File: src/rtl/rfd_pkg.sv
`default_nettype none

package rfd_pkg;

   localparam int unsigned HEADER_BYTES        = 20;
   localparam int unsigned CONTROL_PAYLOAD_MAX = 64;
   localparam logic [31:0] WIRE_MAGIC          = 32'h534E_5452;

   localparam int unsigned POS_W      = $clog2(HEADER_BYTES + 1);
   localparam int unsigned NUM_CSR    = 3;
   localparam int unsigned CSR_IDX_W  = $clog2(NUM_CSR);
   localparam int unsigned CSR_DATA_W = 32;

   typedef enum logic [CSR_IDX_W-1:0] {
      CSR_EXPECTED_VERSION = CSR_IDX_W'(0),
      CSR_MAX_RELIABLE     = CSR_IDX_W'(1),
      CSR_MAX_UNRELIABLE   = CSR_IDX_W'(2)
   } csr_index_type;

   typedef enum logic [3:0] {
      ST_OK               = 4'd0,
      ST_MAGIC            = 4'd1,
      ST_VERSION_MISMATCH = 4'd2,
      ST_VERSION_ZERO     = 4'd3,
      ST_KIND             = 4'd4,
      ST_CHANNEL          = 4'd5,
      ST_APP_TOO_LONG     = 4'd6,
      ST_CTRL_WRONG_CHAN  = 4'd7,
      ST_CTRL_TOO_LONG    = 4'd8,
      ST_INCOMPLETE       = 4'd9,
      ST_TRAILING         = 4'd10
   } status_type;

   typedef enum logic [2:0] {
      KIND_APPLICATION       = 3'd0,
      KIND_TCP_HELLO         = 3'd1,
      KIND_TCP_HELLO_ACK     = 3'd2,
      KIND_UDP_ASSOCIATE     = 3'd3,
      KIND_UDP_ASSOCIATE_ACK = 3'd4
   } kind_type;

   typedef enum logic {
      CH_RELIABLE   = 1'b0,
      CH_UNRELIABLE = 1'b1
   } channel_type;

   typedef enum logic [2:0] {
      PH_HEADER  = 3'b001,
      PH_PAYLOAD = 3'b010,
      PH_DROP    = 3'b100
   } phase_type;

   typedef struct packed {
      logic [7:0] data_byte;
      logic       end_of_buffer;
   } req_type;

   typedef struct packed {
      status_type  status;
      logic [7:0]  payload_byte;
      logic        payload_valid;
      logic        last;
      logic [2:0]  packet_kind;
      logic        packet_channel;
      logic [63:0] header_tick;
      logic [31:0] payload_length;
   } rsp_type;

   typedef struct packed {
      logic [15:0] expected_version;
      logic [31:0] max_reliable_payload;
      logic [31:0] max_unreliable_payload;
   } cfg_type;

   localparam cfg_type CFG_RESET = '{
      expected_version:       16'd1,
      max_reliable_payload:   32'd1048576,
      max_unreliable_payload: 32'd1200
   };

endpackage

`default_nettype wire

File: src/rtl/rfd_ifs.sv
`default_nettype none

interface rfd_req_if;
   logic       valid;
   logic       ready;
   logic [7:0] data_byte;
   logic       end_of_buffer;

   modport source (output valid, data_byte, end_of_buffer, input ready);
   modport sink   (input valid, data_byte, end_of_buffer, output ready);
endinterface

interface rfd_rsp_if;
   logic        valid;
   logic        ready;
   logic [3:0]  status;
   logic [7:0]  payload_byte;
   logic        payload_valid;
   logic        last;
   logic [2:0]  packet_kind;
   logic        packet_channel;
   logic [63:0] header_tick;
   logic [31:0] payload_length;

   modport source (output valid, status, payload_byte, payload_valid, last, packet_kind,
                   packet_channel, header_tick, payload_length, input ready);
   modport sink   (input valid, status, payload_byte, payload_valid, last, packet_kind,
                   packet_channel, header_tick, payload_length, output ready);
endinterface

interface rfd_csr_if import rfd_pkg::*; ();
   logic                  valid;
   logic                  ready;
   logic [CSR_IDX_W-1:0]  index;
   logic [CSR_DATA_W-1:0] data;

   modport source (output valid, index, data, input ready);
   modport sink   (input valid, index, data, output ready);
endinterface

`default_nettype wire

File: src/rtl/rfd_csr.sv
`default_nettype none

module rfd_csr import rfd_pkg::*; (
   input  wire logic  clock,
   input  wire logic  reset,
   rfd_csr_if.sink    csr,
   output cfg_type    cfg
);

   cfg_type cfg_ff;
   cfg_type cfg_in;

   assign csr.ready = 1'b1;
   assign cfg       = cfg_ff;

   always_comb begin
      cfg_in = cfg_ff;
      if (csr.valid) begin
         unique case (csr.index)
            CSR_EXPECTED_VERSION: cfg_in.expected_version       = csr.data[15:0];
            CSR_MAX_RELIABLE:     cfg_in.max_reliable_payload   = csr.data[31:0];
            CSR_MAX_UNRELIABLE:   cfg_in.max_unreliable_payload = csr.data[31:0];
            default:              cfg_in = cfg_ff;
         endcase
      end
   end

   always_ff @(posedge clock) begin
      if (reset) begin
         cfg_ff <= CFG_RESET;
      end else begin
         cfg_ff <= cfg_in;
      end
   end

endmodule

`default_nettype wire

File: src/rtl/rfd_in_stage.sv
`default_nettype none

module rfd_in_stage import rfd_pkg::*; (
   input  wire logic  clock,
   input  wire logic  reset,
   rfd_req_if.sink    req,
   input  wire logic  advance,
   output logic       item_valid,
   output req_type    item
);

   logic    valid_ff;
   logic    valid_in;
   req_type data_ff;
   logic    take;

   assign req.ready  = !valid_ff || advance;
   assign take       = req.valid && req.ready;
   assign item_valid = valid_ff;
   assign item       = data_ff;

   always_comb begin
      priority if (take) begin
         valid_in = 1'b1;
      end else if (advance) begin
         valid_in = 1'b0;
      end else begin
         valid_in = valid_ff;
      end
   end

   always_ff @(posedge clock) begin
      if (reset) begin
         valid_ff <= 1'b0;
      end else begin
         valid_ff <= valid_in;
      end
   end

   always_ff @(posedge clock) begin
      if (take) begin
         data_ff.data_byte     <= req.data_byte;
         data_ff.end_of_buffer <= req.end_of_buffer;
      end
   end

endmodule

`default_nettype wire

File: src/rtl/rfd_core.sv
`default_nettype none

module rfd_core import rfd_pkg::*; #(
   parameter int unsigned CTRL_PAYLOAD_MAX = CONTROL_PAYLOAD_MAX
) (
   input  wire logic     clock,
   input  wire logic     reset,
   input  wire logic     item_valid,
   input  wire req_type  item,
   input  wire logic     advance,
   input  wire cfg_type  cfg,
   output logic          res_valid,
   output rsp_type       res
);

   phase_type        phase_ff, phase_in;
   logic [POS_W-1:0] pos_ff, pos_in, pos_inc;
   logic [31:0]      remaining_ff, remaining_in, remaining_dec;
   logic [31:0]      magic_ff, magic_sh;
   logic [15:0]      version_ff, version_sh;
   logic [7:0]       kind_ff, kind_sh;
   logic [7:0]       channel_ff, channel_sh;
   logic [63:0]      tick_ff, tick_sh;
   logic [31:0]      length_ff, length_sh;
   logic             hdr_load;
   logic             hit;
   logic             err;
   status_type       err_code;
   status_type       chk;
   logic [7:0]       b;
   logic             eob;
   logic             step;

   function automatic status_type check_header(
      input logic [31:0] magic,
      input logic [15:0] version,
      input logic [7:0]  kind,
      input logic [7:0]  channel,
      input logic [31:0] length,
      input cfg_type     c
   );
      logic [31:0] lim;
      logic        want;
      status_type  code;
      lim  = (channel[0] == CH_RELIABLE) ? c.max_reliable_payload : c.max_unreliable_payload;
      want = (kind == 8'(KIND_TCP_HELLO) || kind == 8'(KIND_TCP_HELLO_ACK))
             ? CH_RELIABLE : CH_UNRELIABLE;
      priority if (magic != WIRE_MAGIC) begin
         code = ST_MAGIC;
      end else if (version != c.expected_version) begin
         code = ST_VERSION_MISMATCH;
      end else if (c.expected_version == 16'd0) begin
         code = ST_VERSION_ZERO;
      end else if (kind > 8'(KIND_UDP_ASSOCIATE_ACK)) begin
         code = ST_KIND;
      end else if (channel[7:1] != 7'd0) begin
         code = ST_CHANNEL;
      end else if (kind == 8'(KIND_APPLICATION)) begin
         code = (length > lim) ? ST_APP_TOO_LONG : ST_OK;
      end else if (channel[0] != want) begin
         code = ST_CTRL_WRONG_CHAN;
      end else if (length > 32'(CTRL_PAYLOAD_MAX)) begin
         code = ST_CTRL_TOO_LONG;
      end else begin
         code = ST_OK;
      end
      return code;
   endfunction

   assign b             = item.data_byte;
   assign eob           = item.end_of_buffer;
   assign step          = item_valid && advance;
   assign pos_inc       = pos_ff + POS_W'(1);
   assign remaining_dec = remaining_ff - 32'd1;

   always_comb begin
      magic_sh   = magic_ff;
      version_sh = version_ff;
      kind_sh    = kind_ff;
      channel_sh = channel_ff;
      tick_sh    = tick_ff;
      length_sh  = length_ff;
      priority if (pos_ff < POS_W'(4)) begin
         magic_sh = {magic_ff[23:0], b};
      end else if (pos_ff < POS_W'(6)) begin
         version_sh = {version_ff[7:0], b};
      end else if (pos_ff == POS_W'(6)) begin
         kind_sh = b;
      end else if (pos_ff == POS_W'(7)) begin
         channel_sh = b;
      end else if (pos_ff < POS_W'(16)) begin
         tick_sh = {tick_ff[55:0], b};
      end else begin
         length_sh = {length_ff[23:0], b};
      end
   end

   assign chk = check_header(magic_sh, version_sh, kind_sh, channel_sh, length_sh, cfg);

   always_comb begin
      phase_in     = phase_ff;
      pos_in       = pos_ff;
      remaining_in = remaining_ff;
      hdr_load     = 1'b0;
      hit          = 1'b0;
      err          = 1'b0;
      err_code     = ST_OK;
      res          = '0;
      unique case (phase_ff)
         PH_DROP: begin
            if (eob) begin
               phase_in = PH_HEADER;
               pos_in   = '0;
            end
         end
         PH_PAYLOAD: begin
            remaining_in = remaining_dec;
            priority if (remaining_dec == 32'd0 && !eob) begin
               err      = 1'b1;
               err_code = ST_TRAILING;
            end else if (remaining_dec != 32'd0 && eob) begin
               err      = 1'b1;
               err_code = ST_INCOMPLETE;
            end else begin
               hit                = 1'b1;
               res.payload_byte   = b;
               res.payload_valid  = 1'b1;
               res.packet_kind    = kind_ff[2:0];
               res.packet_channel = channel_ff[0];
               res.header_tick    = tick_ff;
               res.payload_length = length_ff;
               if (remaining_dec == 32'd0) begin
                  res.last = 1'b1;
                  phase_in = PH_HEADER;
                  pos_in   = '0;
               end
            end
         end
         default: begin
            phase_in = PH_HEADER;
            hdr_load = 1'b1;
            pos_in   = pos_inc;
            priority if (pos_inc < POS_W'(HEADER_BYTES)) begin
               if (eob) begin
                  err      = 1'b1;
                  err_code = ST_INCOMPLETE;
               end
            end else if (chk != ST_OK) begin
               err      = 1'b1;
               err_code = chk;
            end else if (length_sh == 32'd0) begin
               if (!eob) begin
                  err      = 1'b1;
                  err_code = ST_TRAILING;
               end else begin
                  hit                = 1'b1;
                  res.last           = 1'b1;
                  res.packet_kind    = kind_sh[2:0];
                  res.packet_channel = channel_sh[0];
                  res.header_tick    = tick_sh;
                  res.payload_length = length_sh;
                  pos_in             = '0;
               end
            end else if (eob) begin
               err      = 1'b1;
               err_code = ST_INCOMPLETE;
            end else begin
               remaining_in = length_sh;
               phase_in     = PH_PAYLOAD;
            end
         end
      endcase
      if (err) begin
         hit          = 1'b1;
         res          = '0;
         res.status   = err_code;
         res.last     = 1'b1;
         pos_in       = '0;
         remaining_in = 32'd0;
         phase_in     = eob ? PH_HEADER : PH_DROP;
      end
   end

   assign res_valid = item_valid && hit;

   always_ff @(posedge clock) begin
      if (reset) begin
         phase_ff     <= PH_HEADER;
         pos_ff       <= '0;
         remaining_ff <= 32'd0;
      end else if (step) begin
         phase_ff     <= phase_in;
         pos_ff       <= pos_in;
         remaining_ff <= remaining_in;
      end
   end

   always_ff @(posedge clock) begin
      if (step && hdr_load) begin
         magic_ff   <= magic_sh;
         version_ff <= version_sh;
         kind_ff    <= kind_sh;
         channel_ff <= channel_sh;
         tick_ff    <= tick_sh;
         length_ff  <= length_sh;
      end
   end

endmodule

`default_nettype wire

File: src/rtl/rfd_out_stage.sv
`default_nettype none

module rfd_out_stage import rfd_pkg::*; (
   input  wire logic     clock,
   input  wire logic     reset,
   input  wire logic     res_valid,
   input  wire rsp_type  res,
   output logic          advance,
   rfd_rsp_if.source     rsp
);

   logic    valid_ff;
   logic    valid_in;
   rsp_type data_ff;

   assign advance  = !valid_ff || rsp.ready;
   assign valid_in = advance ? res_valid : valid_ff;

   always_ff @(posedge clock) begin
      if (reset) begin
         valid_ff <= 1'b0;
      end else begin
         valid_ff <= valid_in;
      end
   end

   always_ff @(posedge clock) begin
      if (advance && res_valid) begin
         data_ff <= res;
      end
   end

   assign rsp.valid          = valid_ff;
   assign rsp.status         = data_ff.status;
   assign rsp.payload_byte   = data_ff.payload_byte;
   assign rsp.payload_valid  = data_ff.payload_valid;
   assign rsp.last           = data_ff.last;
   assign rsp.packet_kind    = data_ff.packet_kind;
   assign rsp.packet_channel = data_ff.packet_channel;
   assign rsp.header_tick    = data_ff.header_tick;
   assign rsp.payload_length = data_ff.payload_length;

endmodule

`default_nettype wire

File: src/rtl/replication_frame_deframer.sv
// Results: an accepted byte is held in the input register, and its result is registered
//   in the output register; header bytes give no result except the last one or one
//   that ends the buffer, and dropped bytes give none.
// Throughput: one byte per cycle while results are taken, set by the single pass from input to result register.
// Reset (synchronous): both stages empty, header phase at position zero, registers
//   back to version 1, reliable limit 1048576, unreliable limit 1200.
`default_nettype none

module replication_frame_deframer import rfd_pkg::*; #(
   parameter int unsigned CTRL_PAYLOAD_MAX = CONTROL_PAYLOAD_MAX
) (
   input  wire logic  clock,
   input  wire logic  reset,
   rfd_req_if.sink    req_ch,
   rfd_rsp_if.source  rsp_ch,
   rfd_csr_if.sink    csr_ch
);

   cfg_type cfg;
   logic    advance;
   logic    item_valid;
   req_type item;
   logic    res_valid;
   rsp_type res;

   rfd_csr u_csr (
      .clock (clock),
      .reset (reset),
      .csr   (csr_ch),
      .cfg   (cfg)
   );

   rfd_in_stage u_in_stage (
      .clock      (clock),
      .reset      (reset),
      .req        (req_ch),
      .advance    (advance),
      .item_valid (item_valid),
      .item       (item)
   );

   rfd_core #(
      .CTRL_PAYLOAD_MAX (CTRL_PAYLOAD_MAX)
   ) u_core (
      .clock      (clock),
      .reset      (reset),
      .item_valid (item_valid),
      .item       (item),
      .advance    (advance),
      .cfg        (cfg),
      .res_valid  (res_valid),
      .res        (res)
   );

   rfd_out_stage u_out_stage (
      .clock     (clock),
      .reset     (reset),
      .res_valid (res_valid),
      .res       (res),
      .advance   (advance),
      .rsp       (rsp_ch)
   );

   a_error_is_last: assert property (@(posedge clock) disable iff (reset)
      (rsp_ch.valid && rsp_ch.status != ST_OK) |-> (rsp_ch.last && !rsp_ch.payload_valid))
      else $error("error result without last or with payload");

   a_payload_ok: assert property (@(posedge clock) disable iff (reset)
      (rsp_ch.valid && rsp_ch.payload_valid) |-> (rsp_ch.status == ST_OK))
      else $error("payload byte with error status");

   a_full_stall: assert property (@(posedge clock) disable iff (reset)
      (item_valid && rsp_ch.valid && !rsp_ch.ready) |-> !req_ch.ready)
      else $error("transfer taken while both stages are stalled");

   a_capture: assert property (@(posedge clock) disable iff (reset)
      (req_ch.valid && req_ch.ready) |=> item_valid)
      else $error("accepted byte not held in input register");

endmodule

`default_nettype wire

File: src/flat_wrapper.sv
// flat-port wrapper written by rule: the top's interface ports become plain ports
module replication_frame_deframer_flat import rfd_pkg::*;
#(
   parameter int unsigned CTRL_PAYLOAD_MAX = CONTROL_PAYLOAD_MAX
)
  (clock, reset, req_ch_valid, req_ch_data_byte, req_ch_end_of_buffer, req_ch_ready, rsp_ch_valid, rsp_ch_status, rsp_ch_payload_byte, rsp_ch_payload_valid, rsp_ch_last, rsp_ch_packet_kind, rsp_ch_packet_channel, rsp_ch_header_tick, rsp_ch_payload_length, rsp_ch_ready, csr_ch_valid, csr_ch_index, csr_ch_data, csr_ch_ready);
  rfd_req_if req_ch_i ();
  rfd_rsp_if rsp_ch_i ();
  rfd_csr_if csr_ch_i ();
  input  wire logic clock;
  input  wire logic reset;
  input wire logic [$bits(req_ch_i.valid)-1:0] req_ch_valid;
  input wire logic [$bits(req_ch_i.data_byte)-1:0] req_ch_data_byte;
  input wire logic [$bits(req_ch_i.end_of_buffer)-1:0] req_ch_end_of_buffer;
  output wire logic [$bits(req_ch_i.ready)-1:0] req_ch_ready;
  output wire logic [$bits(rsp_ch_i.valid)-1:0] rsp_ch_valid;
  output wire logic [$bits(rsp_ch_i.status)-1:0] rsp_ch_status;
  output wire logic [$bits(rsp_ch_i.payload_byte)-1:0] rsp_ch_payload_byte;
  output wire logic [$bits(rsp_ch_i.payload_valid)-1:0] rsp_ch_payload_valid;
  output wire logic [$bits(rsp_ch_i.last)-1:0] rsp_ch_last;
  output wire logic [$bits(rsp_ch_i.packet_kind)-1:0] rsp_ch_packet_kind;
  output wire logic [$bits(rsp_ch_i.packet_channel)-1:0] rsp_ch_packet_channel;
  output wire logic [$bits(rsp_ch_i.header_tick)-1:0] rsp_ch_header_tick;
  output wire logic [$bits(rsp_ch_i.payload_length)-1:0] rsp_ch_payload_length;
  input wire logic [$bits(rsp_ch_i.ready)-1:0] rsp_ch_ready;
  input wire logic [$bits(csr_ch_i.valid)-1:0] csr_ch_valid;
  input wire logic [$bits(csr_ch_i.index)-1:0] csr_ch_index;
  input wire logic [$bits(csr_ch_i.data)-1:0] csr_ch_data;
  output wire logic [$bits(csr_ch_i.ready)-1:0] csr_ch_ready;
  assign req_ch_i.valid = req_ch_valid;
  assign req_ch_i.data_byte = req_ch_data_byte;
  assign req_ch_i.end_of_buffer = req_ch_end_of_buffer;
  assign req_ch_ready = req_ch_i.ready;
  assign rsp_ch_valid = rsp_ch_i.valid;
  assign rsp_ch_status = rsp_ch_i.status;
  assign rsp_ch_payload_byte = rsp_ch_i.payload_byte;
  assign rsp_ch_payload_valid = rsp_ch_i.payload_valid;
  assign rsp_ch_last = rsp_ch_i.last;
  assign rsp_ch_packet_kind = rsp_ch_i.packet_kind;
  assign rsp_ch_packet_channel = rsp_ch_i.packet_channel;
  assign rsp_ch_header_tick = rsp_ch_i.header_tick;
  assign rsp_ch_payload_length = rsp_ch_i.payload_length;
  assign rsp_ch_i.ready = rsp_ch_ready;
  assign csr_ch_i.valid = csr_ch_valid;
  assign csr_ch_i.index = csr_ch_index;
  assign csr_ch_i.data = csr_ch_data;
  assign csr_ch_ready = csr_ch_i.ready;
  replication_frame_deframer #(.CTRL_PAYLOAD_MAX(CTRL_PAYLOAD_MAX)) u_core (.clock(clock), .reset(reset), .req_ch(req_ch_i), .rsp_ch(rsp_ch_i), .csr_ch(csr_ch_i));
endmodule
File: config.mk
export PLATFORM = sky130hd
export DESIGN_NAME = replication_frame_deframer_flat
export DESIGN_NICKNAME = d
export VERILOG_FILES = /design/src/rtl/rfd_pkg.sv /design/src/rtl/rfd_ifs.sv /design/src/rtl/rfd_csr.sv /design/src/rtl/rfd_in_stage.sv /design/src/rtl/rfd_core.sv /design/src/rtl/rfd_out_stage.sv /design/src/rtl/replication_frame_deframer.sv /design/src/flat_wrapper.sv
export SDC_FILE = /design/constraint.sdc
export NUM_CORES = 1
export LEC_CHECK = 0
export BUFFER_PORTS_ARGS = -buffer_cell sky130_fd_sc_hd__buf_2
export CORE_ASPECT_RATIO = 0.7
export CORE_UTILIZATION = 42
export CTS_BUF_LIST = sky130_fd_sc_hd__clkbuf_2
export DETAILED_ROUTE_END_ITERATION = 8
export SETUP_SLACK_MARGIN = 0.1
export SYNTH_ARGS = -nofsm -noshare
export SYNTH_HDL_FRONTEND = slang
export SYNTH_SLANG_ARGS = --single-unit
File: constraint.sdc
create_clock -name clock -period 21.9 [get_ports clock]
set_clock_uncertainty 0.05 [all_clocks]
set_input_delay 5.475 -clock clock [delete_from_list [all_inputs] [get_ports clock]]
set_output_delay 5.475 -clock clock [all_outputs]
set_load 0.02 [all_outputs]
==> flow_metrics.py <==
metrics = {
    "clocking": {
        "clock_sinks": 405,
        "postCtsHoldBufs": 0,
        "worst_skew_pair.late_latency_ps": 1130,
        "post_cts_repair_timing_setup_buffer_count": 0,
        "cts_tree": "built",
        "clock-root-buffer": "sky130_fd_sc_hd__clkbuf_2",
        "cts_max_path_buffers": 3,
        "clkSlewWorstSetupHoldPaths_ps": 80,
        "cts_repair_resize_count": 0,
        "cts_buffers": 100,
        "h_tree_levels": 3,
    },
    "critical_path": {
        "critical-path-top-cell-by-count": "sky130_fd_sc_hd__buf_2",
        "critPathTopFamily": "simple AND/OR/NAND/NOR gates",
        "buffer_and_inverter_count_on_the_worst_path": 2,
        "worstReg2RegStart": "u_core.u_core.pos_ff[1]$_SDFFE_PP0P_",
        "worst-r2r-cell-count": 17,
        "critPathMaxStageDelay_ps": 190,
        "slowest_stage": "sky130_fd_sc_hd__nor2b_1",
        "crit_type": "input pin to output pin",
        "critical_path_required_ps": 16380,
        "worst_reg2reg_path_endpoint": "u_core.u_out_stage.rsp.header_tick[2]$_SDFFCE_PN0P_",
        "crit_fanout": 3,
        "worstSetupStartpointType": "input pin",
        "worstPathCellList": "buf_2, nor2b_1, nand2_1, buf_2",
        "setup.reg_to_reg.worst_slack_ps": 15050,
        "critical_path_arrival_ps": 6030,
        "critical_path.endpoint_type": "output pin",
        "critical_path_depth": 4,
    },
    "run": {
        "max-cap-violations": 0,
    },
    "power_and_ir_drop": {
        "power.share.combinational_pct": 9.8,
        "power_frac_clock_pct": 32.9,
        "power.net_switching_uw": 447,
        "power_report.internal_total_mw": 1.07,
        "leakage_nw": 7.49,
        "vdd_ir_drop_max_v": 0.0000383,
        "design_power_total_mw": 1.52,
        "netSwitchingFraction_pct": 29.4,
        "power_density_nw_per_um2": 68.2,
        "seqPwrFrac_pct": 57.3,
    },
    "finish": {
        "area_grow_syn2layout_pct": 10.9,
        "drive_gt1_share_pct": 23.4,
        "fillCellCount": 4360,
        "regArea_um2": 10900,
        "multiInputGateArea_um2": 8550,
        "nets_final": 2158,
    },
    "synthesis": {
        "synth_area_per_cell_um2": 10.6,
        "seq_area_frac_synth_pct": 54.4,
        "synth-edff-count": 283,
        "gate_count_post_synth": 1899,
        "synthesis.nets": 1990,
        "yosysUniqueCellTypes": 81,
        "post_synth_instance_area_um2": 20100,
        "yosysWarnings": 0,
        "synthArstFlopShare_pct": 0,
        "synth.ff_latch_count": 405,
        "postSynth.topFlopCell": "sky130_fd_sc_hd__edfxtp_1",
    },
    "routing": {
        "route.detailed.vias_per_inst": 5.78,
        "remaining_drc_errors": 0,
        "detailedRoute.firstIterationViolations": 1657,
        "overall_routed_net_length_um": 57000,
        "route.detailed.wl_per_inst_um": 20.6,
        "drt_pass1_iterations": 5,
        "vias": 15944,
        "remaining_number_of_nets_flagged_by_the_antenna_check_after_routing": 0,
    },
    "hold_path": {
        "worst_hold_path_type": "flip-flop to flip-flop",
        "min_from": "u_core.u_csr.cfg[17]$_SDFFE_PP0P_",
        "timing.hold.worst_endpoint": "u_core.u_csr.cfg[17]$_SDFFE_PP0P_",
        "min_delay_path_depth": 2,
    },
    "floorplanning": {
        "die_y_um": 185,
        "dieWidth_um": 264,
        "floorplan.core_area_um2": 46800,
        "dieArea_um2": 48800,
        "placementRows": 66,
        "design.portCount": 165,
        "effective_utilization_at_floorplan_pct": 43.0,
    },
    "grt": {
        "maximum_number_of_pins_on_one_net_before_global_route_repair": 80,
        "number_of_global_route_vias_before_repair": 14909,
        "gr-total-overflow": 0,
        "initial_antenna_violation_count": 2,
        "grt_first_pass_wirelength_um": 86500,
        "grtUsageTotal_pct": 22.9,
    },
    "timing": {
        "finalSetupViolCount": 0,
        "slew_violations": 0,
        "setup_ws_ps": 10340,
        "finalCritPeriodShare_pct": 52.8,
        "grt_setup_unrepaired": "false",
        "post_route_setup_tns_ps": 0,
        "max_slew_headroom_pct": 15.4,
        "worst_slew_pin_slew_ps": 1260,
        "fmax_mhz": 86.5,
        "timing.final.crit_period_ps": 11560,
        "hold_violations": 0,
    },
    "placement": {
        "dp_worst_setup_slack_ps": 10360,
        "io_buffers": 163,
        "place_congestion": 0.887,
        "place_hpwl_um": 37800,
    },
    "outcome": {
        "status": "finished, final reports clean",
    },
}
==> routing by layer <==
layer,wire length (um),track usage [%],vias to the layer above
met3,4500,4.99,84
met4,929,6.53,0
met1,27900,35.1,7794
met5,0,0,-
li1,-,-,7438
met2,23700,31.9,628
==> Yosys cell counts, types with 10 or more instances <==
library cell	count	share of area, %
sky130_fd_sc_hd__o211ai_1	14	0.52
sky130_fd_sc_hd__nand2b_1	18	0.56
sky130_fd_sc_hd__inv_1	45	0.84
sky130_fd_sc_hd__edfxtp_1	283	42
sky130_fd_sc_hd__nor2_1	116	2.2
sky130_fd_sc_hd__ha_1	43	2.7
sky130_fd_sc_hd__xnor2_1	14	0.61
sky130_fd_sc_hd__xor2_1	12	0.52
sky130_fd_sc_hd__a211oi_1	24	0.90
sky130_fd_sc_hd__nor2b_1	15	0.47
sky130_fd_sc_hd__mux2i_1	38	1.9
sky130_fd_sc_hd__dfxtp_1	122	12
sky130_fd_sc_hd__and2_1	39	1.2
sky130_fd_sc_hd__buf_1	14	0.26
sky130_fd_sc_hd__buf_2	24	0.60
sky130_fd_sc_hd__nand2_1	307	5.7
sky130_fd_sc_hd__and3_1	10	0.31
sky130_fd_sc_hd__nor3_1	30	0.75
sky130_fd_sc_hd__nand4_1	25	0.78
sky130_fd_sc_hd__a21oi_1	150	3.7
sky130_fd_sc_hd__clkbuf_1	79	1.5
sky130_fd_sc_hd__mux2_2	119	6.7
sky130_fd_sc_hd__or2_2	14	0.44
sky130_fd_sc_hd__nand3_1	26	0.65
sky130_fd_sc_hd__o21ai_0	40	0.99
sky130_fd_sc_hd__o31ai_1	18	0.67
sky130_fd_sc_hd__nor4_1	33	1.0
sky130_fd_sc_hd__a22oi_1	82	3.1
==> tightest hold or removal path, stage by stage (launching register included) <==
cell	delay [ps]
sky130_fd_sc_hd__dfxtp_1	310
sky130_fd_sc_hd__nand2_1	50
sky130_fd_sc_hd__a21oi_1	50
==> how the worst max path moves through the flow <==
stage,startpoint,to,slack (ps)
detailed placement,rsp_ch_ready,req_ch_ready,10360
finish,rsp_ch_ready,req_ch_ready,10340
global route,rsp_ch_ready,req_ch_ready,10300
floorplan,rsp_ch_ready,u_core.u_core.channel_ff[0]$_DFFE_PP_,8810
CTS,rsp_ch_ready,req_ch_ready,10360
global placement,rsp_ch_ready,req_ch_ready,10390
==> sequential cells by signal (all words and copies together), names as in the netlist <==
signal                                 flops
u_core.u_core.remaining_ff                32
u_core.u_out_stage.rsp.header_tick        64
u_core.u_csr.cfg                          80
u_core.u_core.pos_ff                       5
u_core.u_core.channel_ff                   8
u_core.u_core.magic_ff                    32
u_core.u_out_stage.rsp.payload_length     32
u_core.u_out_stage.rsp.valid               1
u_core.u_in_stage.item_valid               1
u_core.u_core.version_ff                  16
u_core.u_in_stage.item                     9
u_core.u_out_stage.rsp.packet_kind         3
u_core.u_core.kind_ff                      8
u_core.u_core.phase_ff                     3
u_core.u_out_stage.rsp.payload_byte        8
u_core.u_out_stage.rsp.status              4
u_core.u_core.length_ff                   32
u_core.u_out_stage.rsp.payload_valid       1
u_core.u_out_stage.rsp.packet_channel      1
u_core.u_core.tick_ff                     64
u_core.u_out_stage.rsp.last                1
==> metrics by stage <==
stage | instance area, um^2 | utilization, % | instances | hold WS [ps]
floorplan | 20100 | - | 1899 | 383
global placement | 21400 | 45.8 | 2577 | 390
detailed placement | 21400 | 45.8 | 2577 | 397
CTS | 22300 | 47.6 | 2757 | 409
global route | 22300 | 47.7 | 2760 | 421
finish | 22300 | 47.7 | 2760 | 407
==> cells in the final DEF, fill, tap and decap left out, types with 7 or more instances in the layout <==
cell	synthesis	layout
sky130_fd_sc_hd__nor3b_1	7	7
sky130_fd_sc_hd__edfxtp_1	283	283
sky130_fd_sc_hd__nand4b_1	9	9
sky130_fd_sc_hd__a21oi_1	150	148
sky130_fd_sc_hd__clkinv_1	0	26
sky130_fd_sc_hd__and2_1	39	37
sky130_fd_sc_hd__o21ai_0	40	40
sky130_fd_sc_hd__buf_2	24	162
sky130_fd_sc_hd__nor3_1	30	29
sky130_fd_sc_hd__o211ai_1	14	14
sky130_fd_sc_hd__o31ai_1	18	18
sky130_fd_sc_hd__mux2_2	119	119
sky130_fd_sc_hd__or4_1	7	7
sky130_fd_sc_hd__dfxtp_1	122	121
sky130_fd_sc_hd__or2_2	14	14
sky130_fd_sc_hd__mux2i_1	38	38
sky130_fd_sc_hd__nand3_1	26	26
sky130_fd_sc_hd__inv_1	45	45
sky130_fd_sc_hd__nor2_1	116	113
sky130_fd_sc_hd__nand4_1	25	25
sky130_fd_sc_hd__o22ai_1	9	9
sky130_fd_sc_hd__a31oi_1	8	8
sky130_fd_sc_hd__a22oi_1	82	82
sky130_fd_sc_hd__a211oi_1	24	24
sky130_fd_sc_hd__nor2b_1	15	15
sky130_fd_sc_hd__ha_1	43	43
sky130_fd_sc_hd__nand2_1	307	307
sky130_fd_sc_hd__clkbuf_2	1	143
sky130_fd_sc_hd__nor4_1	33	33
sky130_fd_sc_hd__xnor2_1	14	14
sky130_fd_sc_hd__and3_1	10	10
sky130_fd_sc_hd__buf_4	2	26
sky130_fd_sc_hd__or3_1	9	9
sky130_fd_sc_hd__nand2b_1	18	18
sky130_fd_sc_hd__xor2_1	12	12
==> final cells by class <==
cell class / count / area share, %
clock buffers: 143 / 3.21
inverters: 45 / 0.757
well taps: 612 / 3.43
diodes: 3 / 0.0336
repair buffers: 188 / 4.51
multi-input cells: 1327 / 38.3
flip-flops and latches: 405 / 49.0
clock inverters: 37 / 0.718
==> cell families (layout without fill, tap and decap cells) <==
kind of cell | count (synthesis) | after routing | synth area share [%]
simple gates | 692 | 692 | 16.6
other cells | 1 | 4 | 0.0186
mux | 158 | 158 | 8.66
buf+inv | 167 | 413 | 3.38
fa+ha+maj | 43 | 43 | 2.67
compound gates | 407 | 407 | 13.2
xor+xnor | 26 | 26 | 1.13
flops | 405 | 405 | 54.4
==> power by group through the flow <==
stage / Sequential, mW / Combinational, mW / Clock, mW
after floorplan: 0.892 / 0.0922 / 0
after global placement: 0.888 / 0.144 / 0
after detailed placement: 0.888 / 0.148 / 0
after CTS: 0.871 / 0.148 / 0.518
after global routing: 0.875 / 0.163 / 0.554
final: 0.872 / 0.149 / 0.500
Power figures use the tool's default switching activity.
